--- config.mk ---
export PLATFORM = sky130hd
export DESIGN_NAME = sample_mean_variance_accumulator_unit
export DESIGN_NICKNAME = d
export VERILOG_FILES = /design/src/rtl/core/smva_pkg.sv /design/src/rtl/core/sample_mean_variance_accumulator_unit.sv
export SDC_FILE = /design/constraint.sdc
export NUM_CORES = 2
export LEC_CHECK = 0
export CAP_MARGIN = 20
export CORE_MARGIN = 2
export CORE_UTILIZATION = 67
export DETAILED_ROUTE_END_ITERATION = 7
export DONT_BUFFER_PORTS = 1
export PLACE_DENSITY_LB_ADDON = 0.15
export SLEW_MARGIN = 20
export SYNTH_ARGS = -nofsm -noshare
export SYNTH_HDL_FRONTEND = slang
export SYNTH_SLANG_ARGS = --single-unit
--- constraint.sdc ---
create_clock -name clk -period 10.7 [get_ports clk]
set_clock_uncertainty 0.05 [all_clocks]
set_input_delay 1.07 -clock clk [delete_from_list [all_inputs] [get_ports clk]]
set_output_delay 1.07 -clock clk [all_outputs]
set_load 0.1 [all_outputs]
--- src/rtl/core/smva_pkg.sv ---
package smva_pkg;

  // field widths of the two channels
  localparam int SAMPLE_W    = 16;
  localparam int COUNT_W     = 16;
  localparam int FRAC_W      = 8;
  localparam int TOTAL_W     = 32;
  localparam int SUMSQ_OUT_W = 46;
  localparam int MEAN_W      = 24;
  localparam int VAR_W       = 39;
  localparam int STD_W       = 24;
  localparam int STATUS_W    = 2;

  // internal accumulator widths
  localparam int SUM_W   = 33;
  localparam int SUMSQ_W = 47;

  // packed stream widths
  localparam int IN_TDATA_W  = 16;
  localparam int OUT_FIELD_W = COUNT_W + TOTAL_W + SUMSQ_OUT_W + MEAN_W + VAR_W + STD_W;
  localparam int OUT_TDATA_W = ((OUT_FIELD_W + 7) / 8) * 8;
  localparam int OUT_PAD_W   = OUT_TDATA_W - OUT_FIELD_W;

  // shared multiplier and compare/subtract unit
  localparam int MUL_W  = 32;
  localparam int PROD_W = 2 * MUL_W;
  localparam int UNIT_W = 34;
  localparam int REM_W  = 32;
  localparam int QUO_W  = 40;
  localparam int NUM_W  = 48;

  // iteration counts
  localparam int DIV_STEPS  = QUO_W;
  localparam int SQRT_STEPS = STD_W;
  localparam int CNT_W      = 6;

  localparam logic [COUNT_W-1:0] COUNT_MAX     = '1;
  localparam logic [QUO_W-1:0]   MEAN_POS_MAX  = QUO_W'(24'h7F_FFFF);
  localparam logic [QUO_W-1:0]   MEAN_NEG_MAG  = QUO_W'(24'h80_0000);
  localparam logic [MEAN_W-1:0]  MEAN_POS_SAT  = 24'h7F_FFFF;
  localparam logic [MEAN_W-1:0]  MEAN_NEG_SAT  = 24'h80_0000;
  localparam logic [VAR_W-1:0]   VAR_SAT       = '1;

  // command carried in tuser of the input channel
  localparam logic CMD_ADD    = 1'b0;
  localparam logic CMD_REPORT = 1'b1;

  typedef enum logic [STATUS_W-1:0] {
    STAT_OK      = 2'd0,
    STAT_SINGLE  = 2'd1,
    STAT_EMPTY   = 2'd2,
    STAT_DROPPED = 2'd3
  } smva_status_t;

  typedef enum logic [3:0] {
    ST_IDLE,
    ST_ACC,
    ST_SQ,
    ST_LO,
    ST_HI,
    ST_MM,
    ST_MCHK,
    ST_MDIV,
    ST_VLOAD,
    ST_VCHK,
    ST_VDIV,
    ST_SLOAD,
    ST_SQRT,
    ST_DONE
  } smva_state_t;

endpackage

--- src/rtl/core/sample_mean_variance_accumulator_unit.sv ---
// channel   dir  tdata                                     tuser
// in_       in   [15:0] sample (signed)                    [0] cmd: add / report
// out_      out  [15:0] count, [47:16] total,              [1:0] status
//                [93:48] sum_squares, [117:94] mean,
//                [156:118] sample_variance, [180:157] std_dev, [183:181] zero
//
// an add transfer registers the square out of the shared
// multiplier and adds it to the sum of squares in the following cycle
// a report transfer holds in_tready low for four multiplier
// passes, two 40-step restoring divisions and a 24-step square root, all on
// one shared compare/subtract unit; the result register frees the input side
// reset is synchronous and active low; it clears the set and drops any result
// a held result only stalls the final load of the next report
module sample_mean_variance_accumulator_unit (
  input  logic                               clk,
  input  logic                               rst_n,
  // input channel
  input  logic                               in_tvalid,
  output logic                               in_tready,
  input  logic [smva_pkg::IN_TDATA_W-1:0]    in_tdata,   // [15:0] sample
  input  logic                               in_tuser,   // [0] cmd
  // result channel
  output logic                               out_tvalid,
  input  logic                               out_tready,
  output logic [smva_pkg::OUT_TDATA_W-1:0]   out_tdata,  // count, total, sum_squares,
                                                         // mean, sample_variance, std_dev
  output logic [smva_pkg::STATUS_W-1:0]      out_tuser   // [1:0] status
);

  import smva_pkg::*;

  smva_state_t state_r, state_nxt;

  // running set
  logic [COUNT_W-1:0]     count_r;
  logic signed [SUM_W-1:0] sum_r;
  logic [SUMSQ_W-1:0]     sumsq_r;
  logic                   dropped_r;

  // shared arithmetic
  logic [MUL_W-1:0]  mul_a, mul_b;
  logic [PROD_W-1:0] prod_r;
  logic [PROD_W-1:0] d_r;       // n*sumsq - sum^2
  logic [MUL_W-1:0]  m_r;       // n*(n-1)
  logic [UNIT_W-1:0] u_a, u_b, u_diff;
  logic              u_ge;

  // divider / root registers
  logic [REM_W-1:0]  div_r;
  logic [REM_W-1:0]  rem_r;
  logic [NUM_W-1:0]  num_r;
  logic [QUO_W-1:0]  quo_r;
  logic              ovf_r;
  logic [CNT_W-1:0]  cnt_r;
  logic [MEAN_W-1:0] mean_r;
  logic [VAR_W-1:0]  var_r;

  // result register
  logic                   out_tvalid_r;
  logic [COUNT_W-1:0]     count_out_r;
  logic [TOTAL_W-1:0]     total_out_r;
  logic [SUMSQ_OUT_W-1:0] sumsq_out_r;
  logic [MEAN_W-1:0]      mean_out_r;
  logic [VAR_W-1:0]       var_out_r;
  logic [STD_W-1:0]       std_out_r;
  smva_status_t           status_out_r;

  logic                   in_fire;
  logic                   out_free;
  logic [SAMPLE_W-1:0]    sample_s;
  logic [SAMPLE_W-1:0]    sample_neg;
  logic [SAMPLE_W-1:0]    sample_mag;
  logic [SUM_W-1:0]       sum_neg;
  logic [MUL_W-1:0]       smag;
  logic [COUNT_W-1:0]     count_m1;
  logic [QUO_W-1:0]       quo_neg;
  logic [MEAN_W-1:0]      mean_sat;
  logic [VAR_W-1:0]       var_sat;
  smva_status_t           status_c;

  assign in_fire  = in_tvalid && in_tready;
  assign out_free = !out_tvalid_r || out_tready;

  assign sample_s   = in_tdata[SAMPLE_W-1:0];
  assign sample_neg = '0 - sample_s;
  assign sample_mag = sample_s[SAMPLE_W-1] ? sample_neg : sample_s;

  // magnitude of the sum fits 32 bits for any set of 16-bit samples
  assign sum_neg  = '0 - sum_r;
  assign smag     = sum_r[SUM_W-1] ? sum_neg[MUL_W-1:0] : sum_r[MUL_W-1:0];
  assign count_m1 = count_r - COUNT_W'(1);

  // shared compare/subtract
  assign u_diff = u_a - u_b;
  assign u_ge   = (u_a >= u_b);

  // mean: truncated toward zero, clamped to the signed field
  assign quo_neg = '0 - quo_r;
  always_comb begin
    if (count_r == '0) begin
      mean_sat = '0;
    end else if (sum_r[SUM_W-1]) begin
      mean_sat = (quo_r > MEAN_NEG_MAG) ? MEAN_NEG_SAT : quo_neg[MEAN_W-1:0];
    end else begin
      mean_sat = (quo_r > MEAN_POS_MAX) ? MEAN_POS_SAT : quo_r[MEAN_W-1:0];
    end
  end

  // variance: zero below two samples, saturated on quotient overflow
  always_comb begin
    if (count_r < COUNT_W'(2)) begin
      var_sat = '0;
    end else if (ovf_r || quo_r[QUO_W-1]) begin
      var_sat = VAR_SAT;
    end else begin
      var_sat = quo_r[VAR_W-1:0];
    end
  end

  always_comb begin
    if (count_r == '0) begin
      status_c = STAT_EMPTY;
    end else if (dropped_r) begin
      status_c = STAT_DROPPED;
    end else if (count_r == COUNT_W'(1)) begin
      status_c = STAT_SINGLE;
    end else begin
      status_c = STAT_OK;
    end
  end

  // next state
  always_comb begin
    state_nxt = state_r;
    unique case (state_r)
      ST_IDLE: begin
        if (in_fire) begin
          if (in_tuser == CMD_REPORT) begin
            state_nxt = ST_SQ;
          end else if (count_r != COUNT_MAX) begin
            state_nxt = ST_ACC;
          end
        end
      end
      ST_ACC:   state_nxt = ST_IDLE;
      ST_SQ:    state_nxt = ST_LO;
      ST_LO:    state_nxt = ST_HI;
      ST_HI:    state_nxt = ST_MM;
      ST_MM:    state_nxt = ST_MCHK;
      ST_MCHK:  state_nxt = ST_MDIV;
      ST_MDIV: begin
        if (cnt_r == CNT_W'(DIV_STEPS - 1)) begin
          state_nxt = ST_VLOAD;
        end
      end
      ST_VLOAD: state_nxt = ST_VCHK;
      ST_VCHK:  state_nxt = ST_VDIV;
      ST_VDIV: begin
        if (cnt_r == CNT_W'(DIV_STEPS - 1)) begin
          state_nxt = ST_SLOAD;
        end
      end
      ST_SLOAD: state_nxt = ST_SQRT;
      ST_SQRT: begin
        if (cnt_r == CNT_W'(SQRT_STEPS - 1)) begin
          state_nxt = ST_DONE;
        end
      end
      ST_DONE: begin
        if (out_free) begin
          state_nxt = ST_IDLE;
        end
      end
      default:  state_nxt = ST_IDLE;
    endcase
  end

  // outputs of the sequencer: handshake and operand selection
  always_comb begin
    in_tready = 1'b0;
    mul_a     = '0;
    mul_b     = '0;
    u_a       = {2'b00, rem_r};
    u_b       = {2'b00, div_r};
    unique case (state_r)
      ST_IDLE: begin
        in_tready = 1'b1;
        mul_a     = MUL_W'(sample_mag);
        mul_b     = MUL_W'(sample_mag);
      end
      ST_SQ: begin
        mul_a = smag;
        mul_b = smag;
      end
      ST_LO: begin
        mul_a = MUL_W'(count_r);
        mul_b = sumsq_r[MUL_W-1:0];
      end
      ST_HI: begin
        mul_a = MUL_W'(count_r);
        mul_b = MUL_W'(sumsq_r[SUMSQ_W-1:MUL_W]);
      end
      ST_MM: begin
        mul_a = MUL_W'(count_r);
        mul_b = MUL_W'(count_m1);
      end
      ST_MDIV, ST_VDIV: begin
        // next dividend bit shifted into the partial remainder
        u_a = {1'b0, rem_r, num_r[NUM_W-1]};
        u_b = {2'b00, div_r};
      end
      ST_SQRT: begin
        // two radicand bits per step against 4*root + 1
        u_a = {{(UNIT_W-REM_W+4){1'b0}}, rem_r[REM_W-7:0], num_r[NUM_W-1:NUM_W-2]};
        u_b = {{(UNIT_W-STD_W-2){1'b0}}, quo_r[STD_W-1:0], 2'b01};
      end
      default: begin
        in_tready = 1'b0;
      end
    endcase
  end

  // control state and the running set
  always_ff @(posedge clk) begin
    if (!rst_n) begin
      state_r      <= ST_IDLE;
      count_r      <= '0;
      sum_r        <= '0;
      sumsq_r      <= '0;
      dropped_r    <= 1'b0;
      out_tvalid_r <= 1'b0;
    end else begin
      state_r <= state_nxt;
      if ((state_r == ST_DONE) && out_free) begin
        out_tvalid_r <= 1'b1;
      end else if (out_tvalid_r && out_tready) begin
        out_tvalid_r <= 1'b0;
      end
      case (state_r)
        ST_IDLE: begin
          if (in_fire && (in_tuser == CMD_ADD)) begin
            if (count_r == COUNT_MAX) begin
              dropped_r <= 1'b1;
            end else begin
              count_r <= count_r + COUNT_W'(1);
              sum_r   <= sum_r + {{(SUM_W-SAMPLE_W){sample_s[SAMPLE_W-1]}}, sample_s};
            end
          end
        end
        ST_ACC: begin
          sumsq_r <= sumsq_r + prod_r[SUMSQ_W-1:0];
        end
        ST_DONE: begin
          if (out_free) begin
            count_r      <= '0;
            sum_r        <= '0;
            sumsq_r      <= '0;
            dropped_r    <= 1'b0;
          end
        end
        default: ;
      endcase
    end
  end

  // datapath of the report sequence
  always_ff @(posedge clk) begin
    prod_r <= mul_a * mul_b;
    case (state_r)
      ST_LO: d_r <= '0 - prod_r;
      ST_HI: d_r <= d_r + prod_r;
      ST_MM: begin
        d_r   <= d_r + {prod_r[MUL_W-1:0], {MUL_W{1'b0}}};
        // mean division: (|sum| << frac) / n
        rem_r <= '0;
        num_r <= {smag, {(NUM_W-MUL_W){1'b0}}};
        div_r <= REM_W'(count_r);
        quo_r <= '0;
        cnt_r <= '0;
      end
      ST_MCHK: begin
        ovf_r <= u_ge;
        m_r   <= prod_r[MUL_W-1:0];
      end
      ST_MDIV, ST_VDIV: begin
        rem_r <= u_ge ? u_diff[REM_W-1:0] : u_a[REM_W-1:0];
        num_r <= {num_r[NUM_W-2:0], 1'b0};
        quo_r <= {quo_r[QUO_W-2:0], u_ge};
        cnt_r <= cnt_r + CNT_W'(1);
      end
      ST_VLOAD: begin
        mean_r <= mean_sat;
        // variance division: (d << frac) / (n*(n-1))
        rem_r  <= d_r[PROD_W-1:MUL_W];
        num_r  <= {d_r[MUL_W-1:0], {(NUM_W-MUL_W){1'b0}}};
        div_r  <= m_r;
        quo_r  <= '0;
        cnt_r  <= '0;
      end
      ST_VCHK: begin
        ovf_r <= u_ge;
      end
      ST_SLOAD: begin
        var_r <= var_sat;
        rem_r <= '0;
        num_r <= {1'b0, var_sat, {FRAC_W{1'b0}}};
        quo_r <= '0;
        cnt_r <= '0;
      end
      ST_SQRT: begin
        rem_r <= u_ge ? u_diff[REM_W-1:0] : u_a[REM_W-1:0];
        num_r <= {num_r[NUM_W-3:0], 2'b00};
        quo_r <= {quo_r[QUO_W-2:0], u_ge};
        cnt_r <= cnt_r + CNT_W'(1);
      end
      ST_DONE: begin
        if (out_free) begin
          count_out_r  <= count_r;
          total_out_r  <= sum_r[TOTAL_W-1:0];
          sumsq_out_r  <= sumsq_r[SUMSQ_OUT_W-1:0];
          mean_out_r   <= mean_r;
          var_out_r    <= var_r;
          std_out_r    <= quo_r[STD_W-1:0];
          status_out_r <= status_c;
        end
      end
      default: ;
    endcase
  end

  assign out_tvalid = out_tvalid_r;
  assign out_tdata  = {{OUT_PAD_W{1'b0}}, std_out_r, var_out_r, mean_out_r,
                       sumsq_out_r, total_out_r, count_out_r};
  assign out_tuser  = status_out_r;

endmodule

==> metrics.yaml <==
outcome: "finished with violations"
violations: "design-rule violations"
cts_made_buffers: 72
setup_viol: 0
fp.coreArea_mm2: 0.1054
power_density_mw_per_mm2: 212.4
ys.flop_type: "edfxtp_1"
tritoncts: "built"
drt_wl_total_um: 250800
antenna_left: 0
dieArea_mm2: 0.1090
vias: 60239
worst_pin_slew_ns: 1.244
routabilityCongestion: 1.069
clk_latency_ns: 0.69
max_slew_margin: 0.1696
irDropWorstVdd_v: 0.0004572
worstSetupEndpointType: "flip-flop"
first_iter_violations: 7639
syn_to_final_growth_pct: 6.996
synth_cells: 7748
gr-usage-all-layers: 0.4620
ys_async_sr_fraction: 0
place_inst: 8986
postSynthAreaPerCell_um2: 9.194
hold_buffers: 0
r2r-start: "sum_r[22]"
yosysWarnings: 0
netlist-cell-type-count: 88
r2r_cells: 33
drive_above_1_share: 0.06471
post-route-util: 0.7231
multi_input_area_mm2: 0.04801
reg2reg_slack_ns: 0.24
n_fill_cell: 7882
worst_ep_required_time_ns: 11.18
grt_pass1_wl_um: 370600
cts-root-buf: "clkbuf_16"
holdCritPathClass: "reg -> reg"
crit_type: "in -> reg"
power_mw: 16.19
yosys-top-cells-area: "fa_1 25%, edfxtp_1 21%, ha_1 8.3%, inv_1 5.3%, nand2_1 5.2%"
slowest_delay_ns: 0.59
r2r-end: "prod_r[63]"
finalCriticalPeriod_ns: 10.47
critical_path_arrival_ns: 10.95
ff_latch_area_mm2: 0.01813
rsz0062_at_grt: "no"
grt_max_degree: 108
grt_pass1_vias: 59316
clkTransAtPathRegs_ns: 0.06
post-route-drc-count: 31
max_freq_mhz: 95.52
start_util: 0.6758
worstSetupStartpoint: "in_tdata[6]"
cp_common_cell: "fa_1"
drt-pass1-iter-count: 8
antenna_found_initial: 11
fp.dieH_um: 330.1
critPathCapture: "prod_r[63]"
synth.ff_latch_count: 659
io_pins: 209
fin_nets: 9066
cpMaxStageDelayCell: "or4_1"
slew_violations: 0
clockBufferDepth: 3
postCtsSetupBuffers: 0
core.rowCount: 119
post_drt_via_cell_ratio: 6.600
synth_edf_count: 493
finalCritPeriodShare: 0.9784
synth_top_area_frac: 0.2532
numPortBuffers: 0
dpl.hpwl_um: 196900
synth-seq-area-share: 0.2545
finalHoldViolCount: 0
cp-start-kind: "input port"
die_w_um: 330.1
syn_area_mm2: 0.07124
stdcell_count: 9127
clkSinkCount: 659
cts-htree-levels: 3
cp_max_fo: 9
yosysTopAreaCell: "fa_1"
p_leak_nw: 35.24
drv_cap: 0
wl_per_cell_um: 27.48
grt_overflow_total: 0
[flip-flops by register name, indices dropped and copies added, names as in the netlist, 24 cells and up]
name         flops
var_r           39
std_out_r       24
div_r           32
quo_r           40
total_out_r     32
sumsq_out_r     46
prod_r          64
mean_r          24
d_r             64
sumsq_r         47
var_out_r       39
mean_out_r      24
m_r             32
num_r           40
sum_r           33
rem_r           32
[worst max-delay path: cells and delay by family]
family                   cells  cell delay (ns)
adder cells (fa/ha/maj)      9             4.44
AND/OR/NAND/NOR              6             1.71
AO/OA/AOI/OAI               10             2.89
XOR/XNOR                     1             0.11
buffers and inverters        7             0.71
[layout by cell type, fill, tap and decap left out, types with 19 or more instances in the layout]
| cell | netlist | final |
|---|---|---|
| nand2b_1 | 58 | 57 |
| xnor2_1 | 191 | 188 |
| a222oi_1 | 34 | 34 |
| a21o_1 | 173 | 173 |
| or4_1 | 22 | 22 |
| a21oi_1 | 344 | 336 |
| fa_1 | 901 | 901 |
| nor4_1 | 37 | 36 |
| nor2_1 | 803 | 787 |
| o21bai_1 | 33 | 33 |
| a31oi_1 | 46 | 46 |
| ha_1 | 475 | 475 |
| edfxtp_1 | 493 | 493 |
| nand4_1 | 60 | 60 |
| mux2i_1 | 54 | 54 |
| nor3_1 | 98 | 94 |
| and3_1 | 46 | 46 |
| dfxtp_1 | 166 | 165 |
| nand3_1 | 107 | 107 |
| clkbuf_16 | 0 | 73 |
| or3_1 | 34 | 34 |
| o22ai_1 | 50 | 50 |
| a211oi_1 | 44 | 44 |
| buf_4 | 3 | 248 |
| o211ai_1 | 20 | 20 |
| o22a_1 | 19 | 19 |
| o21ai_0 | 309 | 307 |
| or2_2 | 21 | 21 |
| nor2b_1 | 64 | 63 |
| inv_1 | 997 | 996 |
| a22oi_1 | 79 | 78 |
| xor2_1 | 167 | 165 |
| and2_1 | 96 | 93 |
| o21a_1 | 33 | 32 |
| nand2_1 | 980 | 971 |
| a21boi_0 | 20 | 20 |
| o31ai_1 | 37 | 37 |
[layout make-up]
cell class,count,area share
Tap cell,1391,0.02283
Inverter,1006,0.04969
Clock inverter,46,0.005745
Antenna cell,9,0.0002955
Multi-Input combinational cell,5666,0.6298
Timing Repair Buffer,264,0.02863
Sequential cell,659,0.2378
Clock buffer,86,0.02513
[kinds of logic after synthesis]
| family | share of synthesized area |
|---|---|
| compound gates | 0.1269 |
| xor+xnor | 0.04424 |
| fa+ha+maj | 0.3366 |
| buf+inv | 0.07551 |
| flops | 0.2545 |
| mux | 0.01012 |
| other cells | 0.00005264 |
| simple gates | 0.1520 |
[timing repair]
item | in CTS | in global routing
gates resized for setup | 0 | 28
hold endpoints to repair | 0 | 0
setup endpoints to repair | 0 | 13
[layer usage]
layer  vias to the layer above  global-route usage  wire (µm)
li1                      25589                   -          -
met2                      4372              0.6890     107300
met1                     29273              0.5876      88920
met3                       995              0.1436      34500
met5                         -                   0         65
met4                        10              0.2946      20020
[power by group]
part	internal (mW)	switching (mW)
clock network	1.34	1.14
logic	3.96	6.31
registers	3.00	0.430
[per-stage QoR]
step | worst slack (ns) | setup TNS [ns] | hold slack [ns] | cell area (µm²)
floorplan | 0.9804 | 0 | 0.3503 | 71250
global placement | -0.2175 | -0.6814 | 0.3511 | 73700
detailed placement | -0.2404 | -1.070 | 0.3545 | 73700
CTS | 0.1108 | 0 | 0.3694 | 76060
global route | 0.01040 | 0 | 0.3742 | 76200
finish | 0.2308 | 0 | 0.3687 | 76220
[worst min-delay path by stage]
stage                     slack, ns       start              to  cells after the start
after global placement         0.35  mean_r[21]  mean_out_r[21]                      0
after CTS                      0.37   var_r[20]   var_out_r[20]                      0
final                          0.37   var_r[30]   var_out_r[30]                      0
after floorplan                0.35   mean_r[0]   mean_out_r[0]                      0
after detailed placement       0.35    var_r[1]    var_out_r[1]                      0
after global routing           0.37   var_r[20]   var_out_r[20]                      0
[synth_stat cells, types with 37 or more instances]
library cell,n
a31oi_1,46
dfxtp_1,166
nor2_1,803
a21oi_1,344
ha_1,475
xnor2_1,191
inv_1,997
mux2i_1,54
fa_1,901
and3_1,46
nor3_1,98
and2_1,96
a21o_1,173
nor4_1,37
o21ai_0,309
nand4_1,60
a211oi_1,44
nand2b_1,58
o22ai_1,50
edfxtp_1,493
nor2b_1,64
xor2_1,167
clkbuf_1,385
nand2_1,980
o31ai_1,37
a22oi_1,79
nand3_1,107
(Power assumes the default switching activity.)
